===== config.mk =====
export PLATFORM = sky130hd
export DESIGN_NAME = bldc_hall_commutation_controller_top
export DESIGN_NICKNAME = d
export VERILOG_FILES = /design/src/hw/rtl/bldc_pkg.sv /design/src/hw/rtl/bldc_step.sv /design/src/hw/rtl/bldc_hall_commutation_controller_top.sv
export SDC_FILE = /design/constraint.sdc
export NUM_CORES = 1
export LEC_CHECK = 0
export ABC_AREA = 1
export BUFFER_PORTS_ARGS = -buffer_cell sky130_fd_sc_hd__buf_2
export CAP_MARGIN = 10
export CORE_UTILIZATION = 35
export CTS_CLUSTER_SIZE = 10
export DETAILED_ROUTE_END_ITERATION = 6
export PLACE_DENSITY_LB_ADDON = 0.25
export SLEW_MARGIN = 5
export SYNTH_ARGS = -nofsm -noshare
export SYNTH_HDL_FRONTEND = slang
export SYNTH_SLANG_ARGS = --single-unit
export TNS_END_PERCENT = 30

===== constraint.sdc =====
create_clock -name clk -period 5 [get_ports clk]
set_clock_uncertainty 0.15 [all_clocks]
set_input_delay 0.5 -clock clk [delete_from_list [all_inputs] [get_ports clk]]
set_output_delay 0.5 -clock clk [all_outputs]
set_load 0.01 [all_outputs]

===== src/hw/rtl/bldc_pkg.sv =====
// Shared types, constants and the six-step commutation table for the
// hall commutation controller. No dependencies.
`timescale 1ns / 1ps
`default_nettype none

package bldc_pkg;

    // Event carried by one request
    typedef enum logic [1:0] {
        ACT_HALL_EDGE  = 2'd0,
        ACT_TIMER_TICK = 2'd1,
        ACT_FRAME      = 2'd2,
        ACT_START_POLL = 2'd3
    } action_t;

    // Start-up outcome reported with each result
    typedef enum logic [1:0] {
        START_NONE  = 2'd0,
        START_OK    = 2'd1,
        START_RETRY = 2'd2
    } start_t;

    localparam logic [1:0]  PHASE_NONE        = 2'd3;
    localparam logic [7:0]  FRAME_LEN         = 8'd6;
    localparam logic [7:0]  FRAME_TYPE        = 8'h06;
    localparam logic [7:0]  FRAME_HEAD        = 8'hFE;
    localparam logic [7:0]  FRAME_TAIL        = 8'hFF;
    localparam logic [7:0]  DUTY_IDLE         = 8'hFF;
    localparam logic [7:0]  SPEED_RESET       = 8'd155;
    localparam logic [15:0] WRAP_LIMIT_RESET  = 16'd60000;
    localparam logic [2:0]  STALL_CHECK_TICKS = 3'd6;

    // One input request
    typedef struct packed {
        action_t     action;
        logic [2:0]  hall_state;
        logic [7:0]  frame_length;
        logic [7:0]  frame_head;
        logic [7:0]  frame_type;
        logic [7:0]  frame_speed;
        logic [7:0]  frame_tail;
    } item_t;

    // Configuration registers
    typedef struct packed {
        logic        direction;
        logic [15:0] count_wrap_limit;
    } cfg_t;

    // Controller state
    typedef struct packed {
        logic [1:0]  high_select;
        logic [1:0]  low_select;
        logic [7:0]  duty;
        logic [15:0] edge_count;
        logic [15:0] previous_count;
        logic [2:0]  tick_count;
        logic        stall_flag;
        logic [7:0]  speed_command;
        logic [7:0]  previous_speed;
        logic [7:0]  ramp_duty;
        logic [2:0]  start_hall;
        logic        ramp_active;
        logic        edges_enabled;
        logic        timer_running;
    } state_t;

    // One result
    typedef struct packed {
        logic [1:0] high_phase;
        logic [1:0] low_phase;
        logic [7:0] duty_value;
        logic       stalled;
        start_t     start_result;
    } result_t;

    // Table entry: hold keeps the present drive
    typedef struct packed {
        logic       hold;
        logic [1:0] high;
        logic [1:0] low;
    } phase_sel_t;

    // Six-step table indexed by direction and hall code
    function automatic phase_sel_t six_step(input logic dir, input logic [2:0] hall);
        phase_sel_t sel;
        sel = '{hold: 1'b1, high: PHASE_NONE, low: PHASE_NONE};
        case ({dir, hall})
            4'b0_001: sel = '{hold: 1'b0, high: 2'd0, low: 2'd2};
            4'b0_010: sel = '{hold: 1'b0, high: 2'd2, low: 2'd1};
            4'b0_011: sel = '{hold: 1'b0, high: 2'd0, low: 2'd1};
            4'b0_100: sel = '{hold: 1'b0, high: 2'd1, low: 2'd0};
            4'b0_101: sel = '{hold: 1'b0, high: 2'd1, low: 2'd2};
            4'b0_110: sel = '{hold: 1'b0, high: 2'd2, low: 2'd0};
            4'b1_001: sel = '{hold: 1'b0, high: 2'd2, low: 2'd0};
            4'b1_010: sel = '{hold: 1'b0, high: 2'd1, low: 2'd2};
            4'b1_011: sel = '{hold: 1'b0, high: 2'd1, low: 2'd0};
            4'b1_100: sel = '{hold: 1'b0, high: 2'd0, low: 2'd1};
            4'b1_101: sel = '{hold: 1'b0, high: 2'd2, low: 2'd1};
            4'b1_110: sel = '{hold: 1'b0, high: 2'd0, low: 2'd2};
            default:  sel = '{hold: 1'b1, high: PHASE_NONE, low: PHASE_NONE};
        endcase
        return sel;
    endfunction

endpackage

`default_nettype wire


===== src/hw/rtl/bldc_step.sv =====
// Next-state logic of the hall commutation controller: applies one request
// to the present state. Depends on bldc_pkg.
`timescale 1ns / 1ps
`default_nettype none

module bldc_step (
    input  wire bldc_pkg::item_t   item,
    input  wire bldc_pkg::cfg_t    cfg,
    input  wire bldc_pkg::state_t  state,
    output bldc_pkg::state_t       state_next,
    output bldc_pkg::start_t       start_result
);
    import bldc_pkg::*;

    phase_sel_t  sel;
    logic        frame_ok;
    logic        speed_ok;
    logic [7:0]  speed_new;
    logic        poll_ok;
    logic        ramp_first;
    logic [2:0]  ramp_hall;
    logic [7:0]  ramp_base;
    logic [7:0]  ramp_dec;
    logic        hall_changed;

    // Decode the lookup and frame checks
    assign sel          = six_step(cfg.direction, item.hall_state);
    assign frame_ok     = (item.frame_length == FRAME_LEN) && (item.frame_type == FRAME_TYPE);
    assign speed_ok     = (item.frame_head == FRAME_HEAD) && (item.frame_tail == FRAME_TAIL);
    assign speed_new    = speed_ok ? item.frame_speed : state.speed_command;
    assign poll_ok      = state.stall_flag && (state.speed_command != 8'd0);
    assign ramp_first   = !state.ramp_active;
    assign ramp_hall    = ramp_first ? item.hall_state : state.start_hall;
    assign ramp_base    = ramp_first ? state.speed_command : state.ramp_duty;
    assign ramp_dec     = ramp_base - 8'd1;
    assign hall_changed = (item.hall_state != ramp_hall);

    // Apply the request
    always_comb begin
        state_next   = state;
        start_result = START_NONE;
        unique case (item.action)
            ACT_HALL_EDGE:
            begin
                if (state.edges_enabled) begin
                    state_next.edge_count = state.edge_count + 16'd1;
                    if (!sel.hold) begin
                        state_next.high_select = sel.high;
                        state_next.low_select  = sel.low;
                    end
                end
            end
            ACT_TIMER_TICK:
            begin
                if (state.timer_running) begin
                    if (state.tick_count >= STALL_CHECK_TICKS) begin
                        if (state.previous_count == state.edge_count) begin
                            state_next.stall_flag = 1'b1;
                        end else begin
                            state_next.previous_count = state.edge_count;
                            state_next.stall_flag     = 1'b0;
                        end
                        state_next.tick_count = 3'd0;
                    end else begin
                        state_next.tick_count = state.tick_count + 3'd1;
                    end
                    if (state.edge_count > cfg.count_wrap_limit) begin
                        state_next.edge_count = 16'd0;
                    end
                end
            end
            ACT_FRAME:
            begin
                if (frame_ok) begin
                    state_next.speed_command = speed_new;
                    if (speed_new != state.previous_speed) begin
                        if (!state.stall_flag) begin
                            state_next.duty = speed_new;
                        end
                        state_next.previous_speed = speed_new;
                    end
                end
            end
            ACT_START_POLL:
            begin
                if (poll_ok) begin
                    // commute on the first sample or on a hall change
                    if ((ramp_first || hall_changed) && !sel.hold) begin
                        state_next.high_select = sel.high;
                        state_next.low_select  = sel.low;
                    end
                    if (ramp_first) begin
                        state_next.tick_count    = 3'd0;
                        state_next.timer_running = 1'b0;
                    end
                    if (hall_changed) begin
                        state_next.edges_enabled = 1'b1;
                        state_next.timer_running = 1'b1;
                        state_next.tick_count    = 3'd0;
                        state_next.duty          = state.speed_command;
                        state_next.stall_flag    = 1'b0;
                        state_next.ramp_active   = 1'b0;
                        state_next.start_hall    = ramp_hall;
                        state_next.ramp_duty     = ramp_base;
                        start_result             = START_OK;
                    end else begin
                        state_next.start_hall = item.hall_state;
                        state_next.ramp_duty  = ramp_dec;
                        if (ramp_dec == 8'd0) begin
                            state_next.duty        = DUTY_IDLE;
                            state_next.ramp_active = 1'b0;
                            start_result           = START_RETRY;
                        end else begin
                            state_next.duty        = ramp_dec;
                            state_next.ramp_active = 1'b1;
                        end
                    end
                end
            end
            default:
            begin
                state_next = state;
            end
        endcase
    end

endmodule

`default_nettype wire


===== src/hw/rtl/bldc_hall_commutation_controller_top.sv =====
// Top level of the sensored BLDC six-step hall commutation controller:
// request register, state, result register and APB registers. Depends on
// bldc_pkg and bldc_step.
//
//  channel   handshake               payload
//  input     in_valid / in_stall     action, hall_state, frame_length..frame_tail
//  output    out_valid / out_stall   high_phase, low_phase, duty_value, stalled,
//                                    start_result
//  config    APB psel/penable/pwrite paddr[2:0], pwdata, prdata, pready
//
// Each request passes through an input register and the next-state logic into
// the result register: one request per cycle sustained while out_stall is low.
// The state updates as the request moves into the result register, so requests
// follow each other with no gap. A stall on the output holds both registers and
// raises in_stall only when the input register is also full. rst_n clears the
// pipeline and loads the controller's power-up state at once.
`timescale 1ns / 1ps
`default_nettype none

module bldc_hall_commutation_controller_top (
    input  wire         clk,
    input  wire         rst_n,
    // input channel
    input  wire         in_valid,
    output logic        in_stall,
    input  wire [1:0]   action,
    input  wire [2:0]   hall_state,
    input  wire [7:0]   frame_length,
    input  wire [7:0]   frame_head,
    input  wire [7:0]   frame_type,
    input  wire [7:0]   frame_speed,
    input  wire [7:0]   frame_tail,
    // output channel
    output logic        out_valid,
    input  wire         out_stall,
    output logic [1:0]  high_phase,
    output logic [1:0]  low_phase,
    output logic [7:0]  duty_value,
    output logic        stalled,
    output logic [1:0]  start_result,
    // configuration port
    input  wire         psel,
    input  wire         penable,
    input  wire         pwrite,
    input  wire [2:0]   paddr,
    input  wire [31:0]  pwdata,
    output logic [31:0] prdata,
    output logic        pready
);
    import bldc_pkg::*;

    localparam logic REG_DIRECTION  = 1'b0;
    localparam logic REG_WRAP_LIMIT = 1'b1;

    logic     in_valid_reg;
    item_t    item_reg;
    logic     out_valid_reg;
    result_t  result_reg;
    state_t   state_reg;
    state_t   state_next;
    cfg_t     cfg_reg;
    start_t   step_start;
    logic     out_free;
    logic     advance;
    logic     cfg_write;
    logic     reg_sel;

    // Handshake
    assign out_free = !out_valid_reg || !out_stall;
    assign advance  = in_valid_reg && out_free;
    assign in_stall = in_valid_reg && !out_free;

    // Hold the request until it moves on
    always_ff @(posedge clk or negedge rst_n) begin
        if (!rst_n) begin
            in_valid_reg <= 1'b0;
        end else if (!in_stall) begin
            in_valid_reg <= in_valid;
        end
    end

    always_ff @(posedge clk) begin
        if (!in_stall && in_valid) begin
            item_reg.action       <= action_t'(action);
            item_reg.hall_state   <= hall_state;
            item_reg.frame_length <= frame_length;
            item_reg.frame_head   <= frame_head;
            item_reg.frame_type   <= frame_type;
            item_reg.frame_speed  <= frame_speed;
            item_reg.frame_tail   <= frame_tail;
        end
    end

    // Next-state logic
    bldc_step u_step (
        .item         (item_reg),
        .cfg          (cfg_reg),
        .state        (state_reg),
        .state_next   (state_next),
        .start_result (step_start)
    );

    // Advance the controller state
    always_ff @(posedge clk or negedge rst_n) begin
        if (!rst_n) begin
            state_reg.high_select    <= PHASE_NONE;
            state_reg.low_select     <= PHASE_NONE;
            state_reg.duty           <= DUTY_IDLE;
            state_reg.edge_count     <= 16'd0;
            state_reg.previous_count <= 16'd0;
            state_reg.tick_count     <= 3'd0;
            state_reg.stall_flag     <= 1'b1;
            state_reg.speed_command  <= SPEED_RESET;
            state_reg.previous_speed <= 8'd0;
            state_reg.ramp_duty      <= 8'd0;
            state_reg.start_hall     <= 3'd0;
            state_reg.ramp_active    <= 1'b0;
            state_reg.edges_enabled  <= 1'b0;
            state_reg.timer_running  <= 1'b0;
        end else if (advance) begin
            state_reg <= state_next;
        end
    end

    // Result register
    always_ff @(posedge clk or negedge rst_n) begin
        if (!rst_n) begin
            out_valid_reg <= 1'b0;
        end else if (out_free) begin
            out_valid_reg <= in_valid_reg;
        end
    end

    always_ff @(posedge clk) begin
        if (advance) begin
            result_reg.high_phase   <= state_next.high_select;
            result_reg.low_phase    <= state_next.low_select;
            result_reg.duty_value   <= state_next.duty;
            result_reg.stalled      <= state_next.stall_flag;
            result_reg.start_result <= step_start;
        end
    end

    assign out_valid    = out_valid_reg;
    assign high_phase   = result_reg.high_phase;
    assign low_phase    = result_reg.low_phase;
    assign duty_value   = result_reg.duty_value;
    assign stalled      = result_reg.stalled;
    assign start_result = result_reg.start_result;

    // Configuration registers
    assign pready    = 1'b1;
    assign cfg_write = psel && penable && pwrite && pready;
    assign reg_sel   = paddr[2];

    always_ff @(posedge clk or negedge rst_n) begin
        if (!rst_n) begin
            cfg_reg.direction        <= 1'b0;
            cfg_reg.count_wrap_limit <= WRAP_LIMIT_RESET;
        end else if (cfg_write) begin
            unique case (reg_sel)
                REG_DIRECTION:  cfg_reg.direction        <= pwdata[0];
                REG_WRAP_LIMIT: cfg_reg.count_wrap_limit <= pwdata[15:0];
                default:        cfg_reg                  <= cfg_reg;
            endcase
        end
    end

    // Read back
    always_comb begin
        unique case (reg_sel)
            REG_DIRECTION:  prdata = {31'd0, cfg_reg.direction};
            REG_WRAP_LIMIT: prdata = {16'd0, cfg_reg.count_wrap_limit};
            default:        prdata = 32'd0;
        endcase
    end

endmodule

`default_nettype wire

=== Yosys cells after proc, flatten, opt, wreduce, memory -nomap -nowiden ===
Memory sizes are Yosys's and may differ from the RTL's.
Index checks and enable logic that the tools add are counted.

* Input bits: 87
* Memories kept: 1
* Output and inout port bits: 50
* Flip-flop bits (word level): 157
* Memory bits (read-only): 80
* Word-level logic and storage cells: 125

* $add $sub $neg: 3
* Multiplexer cells: 34
* Bitwise logic cells: 4
* Eq/ne operators: 16
* Reduce and logical (&&, ||, !) cells: 34
* Order comparisons: 2

{| class="wikitable"
|+ Memories
! memory !! words !! bits a word !! read ports !! clocked after memory_dff !! write ports !! line !! RTL
|-
| (name not given) || 16 || 5 || 1 || 0 || 0 || bldc_pkg.sv:88 || <nowiki>case ({dir, hall})</nowiki>
|}

{| class="wikitable"
|+ Operators by type and width
! kind !! count
|-
| $mux W16 || 4
|-
| $pmux W32 S2 || 1
|-
| $mux W8 || 7
|-
| $mux W36 || 1
|-
| $pmux W16 S2 || 1
|-
| $mux W12 || 2
|-
| $mux W4 || 5
|-
| $add A16 B1 Y16 const B || 1
|-
| $eq A16 B16 Y1 || 1
|-
| $eq A8 B3 Y1 const B || 2
|-
| $eq A8 B8 Y1 const B || 2
|-
| $gt A16 B16 Y1 || 1
|-
| $pmux W4 S2 || 2
|-
| $pmux W8 S2 || 1
|-
| $reduce_and A5 Y1 || 3
|-
| $reduce_and A4 Y1 || 3
|-
| $logic_and A1 B1 Y1 || 9
|-
| $mux W3 || 3
|-
| $logic_not A8 Y1 || 1
|-
| $ne A8 B8 Y1 || 1
|-
| $reduce_bool A8 Y1 || 1
|-
| $sub A8 B1 Y8 const B || 1
|-
| $logic_not A1 Y1 || 6
|-
| $mux W1 || 6
|-
| 16 further kinds || 28
|}

=== Logic depth before layout (Yosys ltp) ===
* Depth after elaboration: 7
* Depth in mapped cells: 18
* Gate-level depth less buffers: 18

=== By module ===
From an unflattened synthesis, not the netlist that was laid out.

* Cells, all modules: 1326
* Area total of the unflattened synthesis: 9670.5 µm²

{| class="wikitable"
|+ By module, submodules not included
! module !! sequential area each (µm²) !! instances !! area each (µm²) !! cells an instance
|-
| bldc_hall_commutation_controller_top || 4260.3 || 1 || 5825.6 || 531
|-
| bldc_step || 0.0 || 1 || 3844.9 || 795
|}

=== Worst setup path before layout ===
No wires, ideal clock.

* Path kind: input -> register
* Start point: input port out_stall
* End point: register item_reg[0] in the netlist's numbering, enable pin
* Data required time: 4.451 ns
* Path buffers: 0
* Data arrival time: 1.673 ns
* Cell stages on the path: 5
* Library setup time: 0.399 ns
* Slack: 2.778 ns
* Path through: nand2_1 nor2_1 inv_1 nand2_1 inv_1

* Cells in the longest elaborated chain, start to end: 6

{| class="wikitable"
|+ RTL lines
! element !! line !! RTL
|-
| start: declaration || bldc_hall_commutation_controller_top.sv:35 || <nowiki>input wire out_stall,</nowiki>
|-
| $logic_not A1 Y1 || bldc_hall_commutation_controller_top.sv:69 || <nowiki>assign out_free = !out_valid_reg || !out_stall;</nowiki>
|-
| $logic_or A1 B1 Y1 || bldc_hall_commutation_controller_top.sv:69 ||
|-
| $logic_not A1 Y1 || bldc_hall_commutation_controller_top.sv:71 || <nowiki>assign in_stall = in_valid_reg && !out_free;</nowiki>
|-
| $logic_and A1 B1 Y1 || bldc_hall_commutation_controller_top.sv:71 ||
|-
| named net in_stall || bldc_hall_commutation_controller_top.sv:25 || <nowiki>output logic in_stall,</nowiki>
|-
| $logic_not A1 Y1 || bldc_hall_commutation_controller_top.sv:83 || <nowiki>if (!in_stall && in_valid) begin</nowiki>
|-
| $logic_and A1 B1 Y1 || bldc_hall_commutation_controller_top.sv:83 ||
|-
| end: declaration || bldc_hall_commutation_controller_top.sv:56 || <nowiki>item_t item_reg;</nowiki>
|}

The timed path passes the listed nets, and every way through them passes these cells.
A chain may end at the register's enable or synchronous reset.

==> results.json <==
{
  "timing.reg2reg.setup_slack_ps": 1730,
  "yosysTopAreaCell": "dfrtp_1",
  "wirelength_mm": 18.5,
  "initial_core_util": 0.361,
  "required_ps": 5010,
  "total_power_uw": 3370,
  "synth_top_area_share": 0.210,
  "fin_util": 0.420,
  "cts_hold_buffers": 0,
  "seq_area_frac_synth": 0.497,
  "synth_edf_count": 60,
  "antenna_found_initial": 0,
  "fin_setup_tns_ps": 0,
  "cts_setup_buffers": 0,
  "slew_viol_final": 0,
  "syn_to_final_growth_pct": 16.3,
  "coreArea_um2": 23800,
  "die-area_um2": 25100,
  "io_pins": 137,
  "r2r-start": "state_reg[2]",
  "maxCapViolations": 0,
  "whs_ps": 31.9,
  "post-route-period-util": 0.654,
  "power.density_nw_per_um2": 338,
  "cts_root_buffer": "clkbuf_16",
  "synth_top_family_by_area": "simple AND/OR/NAND/NOR gates",
  "vdd_drop_max_mv": 0.189,
  "drive_gt1_frac": 0.187,
  "yosysMostFrequentCell": "nand2_1",
  "placementRows": 56,
  "routedWlPerCell_um": 12.8,
  "leakage_uw": 0.00471,
  "cts_resized": 0,
  "synthArstFlopShare": 0.618,
  "crit_type": "reg2reg",
  "cts_buffer_depth": 2,
  "grt_pass1_vias": 6222,
  "antennaDiodeCount": 0,
  "vias": 6748,
  "grt-ovfl-total": 0,
  "syn_inst": 1019,
  "path_clk_slew_ps": 70,
  "largest_reg_flops": 78,
  "hold_violations": 0,
  "netlist_area_um2": 8570,
  "yosysWarnings": 0,
  "portBuffers": 101,
  "drc_errors": 0,
  "first_pass_iters": 5,
  "synthSimpleGateAreaFrac": 0.235,
  "via_per_inst": 4.66,
  "synth_cell_types": 53,
  "tightestPinTransition_ps": 962,
  "r2r_cells": 8,
  "synthMuxAreaShare": 0.00525,
  "clock_latency_ps": 420,
  "n_fill_cell": 2356,
  "grt_max_degree": 64,
  "cp.arrival_ps": 3280,
  "numCtsBuffers": 17,
  "nNetsFinal": 1227,
  "htree_levels": 4,
  "grt_pass1_wl_mm": 30.9,
  "rr_endpoint": "low_phase[0]",
  "syn_avg_cell_area_um2": 8.41,
  "synthFlopType": "dfrtp_1",
  "crit_path_end_kind": "flip-flop",
  "cp-start-kind": "flip-flop",
  "status": "complete, no violations",
  "die_w_um": 159,
  "relSlewSlack": 0.357,
  "cts_tree": "built",
  "synth-adder-area-share": 0.0365,
  "grtUsageTotal": 0.159,
  "drt-initial-drc-count": 490,
  "synth_xor_area_frac": 0.0264,
  "clkSinkCount": 157,
  "rsz0062_at_grt": "false",
  "synth.area.top_cells": "dfrtp_1 21%, edfxtp_1 21%, nand2_1 12%",
  "dp_hpwl_mm": 13.6,
  "die_h_um": 159,
  "period_needed_ps": 3270,
  "synthTopCellsByCount": "276 x nand2_1, 130 x inv_1, 86 x o21ai_0, 72 x dfrtp_1, 69 x nor2_1",
  "clock.fmax_mhz": 306,
  "hold_path_class": "in2async",
  "synth-compound-area-share": 0.110,
  "place_congestion": 0.858,
  "synth_seq_cells": 157,
  "setup_viol": 0,
  "crit_fanout": 20,
  "ant_nets": 0
}
[routing by layer]
metal	up-vias	global-route usage	wire length, µm
met1	3087	0.220	9130
li1	3485	-	-
met5	-	0	0
met4	0	0.0449	157
met2	165	0.254	8430
met3	11	0.0283	817
[per-stage QoR]
| step | instance area, µm² | std cells | setup WS [ps] |
|---|---|---|---|
| final | 9970 | 1447 | 1730 |
| after detailed placement | 9320 | 1415 | 1770 |
| after global routing | 9970 | 1447 | 1300 |
| after CTS | 9970 | 1447 | 1730 |
| after floorplan | 8630 | 1034 | 2780 |
| after global placement | 9320 | 1415 | 1760 |
[cells by family after synthesis]
group | after synthesis
AND/OR/NAND/NOR | 462
flip-flops | 157
AO/OA/AOI/OAI | 166
multiplexers | 4
XOR/XNOR | 25
adder cells (fa/ha/maj) | 25
buffers and inverters | 178
other | 2
[where the power goes]
part / total [µW] / internal (µW) / switching, µW / leakage (µW)
combinational: 407 / 143 / 264 / 0.00263
clock: 1440 / 896 / 549 / 0.000316
sequential: 1520 / 1460 / 57.2 / 0.00176
[worst max path at each step]
stage / start / end / slack (ps) / cells after the start
2_1_floorplan: out_stall / item_reg[0] / 2780 / 5
3_3_place_gp: state_reg[2] / low_phase[0] / 1760 / 8
3_5_place_dp: state_reg[2] / low_phase[0] / 1770 / 8
4_1_cts: state_reg[2] / low_phase[0] / 1730 / 8
5_1_grt: state_reg[2] / low_phase[0] / 1300 / 8
6_report: state_reg[2] / low_phase[0] / 1730 / 8
[cell type report]
cell class                 instances  area [µm²]  share of cell area
clock buffer                      17         425              0.0426
inverter                         135         509              0.0511
clock inverter                    15         229              0.0230
timing repair buffer             105         538              0.0539
sequential                       157        4260               0.427
multi-input combinational        699        3610               0.362
tap                              319         399              0.0400
[critical path: stages, from the launching register on]
cell	delay, ps
dfrtp_1	880
nand2_1	100
o21ai_1	150
xor2_1	170
nand3_1	620
o21ai_0	490
o21ai_0	200
o2111ai_1	160
nand2_1	80
[placed cells by master, fill, tap and decap left out, types with 13 or more instances in the layout]
master	instances
nand2_1	276
inv_1	129
buf_2	100
o21ai_0	86
dfrtp_1	72
nor2_1	68
edfxtp_1	60
nand3_1	51
a21oi_1	38
ha_1	25
dfstp_2	25
conb_1	17
clkbuf_16	17
nand4_1	16
xor2_1	13
No activity file was read; power rests on OpenSTA's default activity.
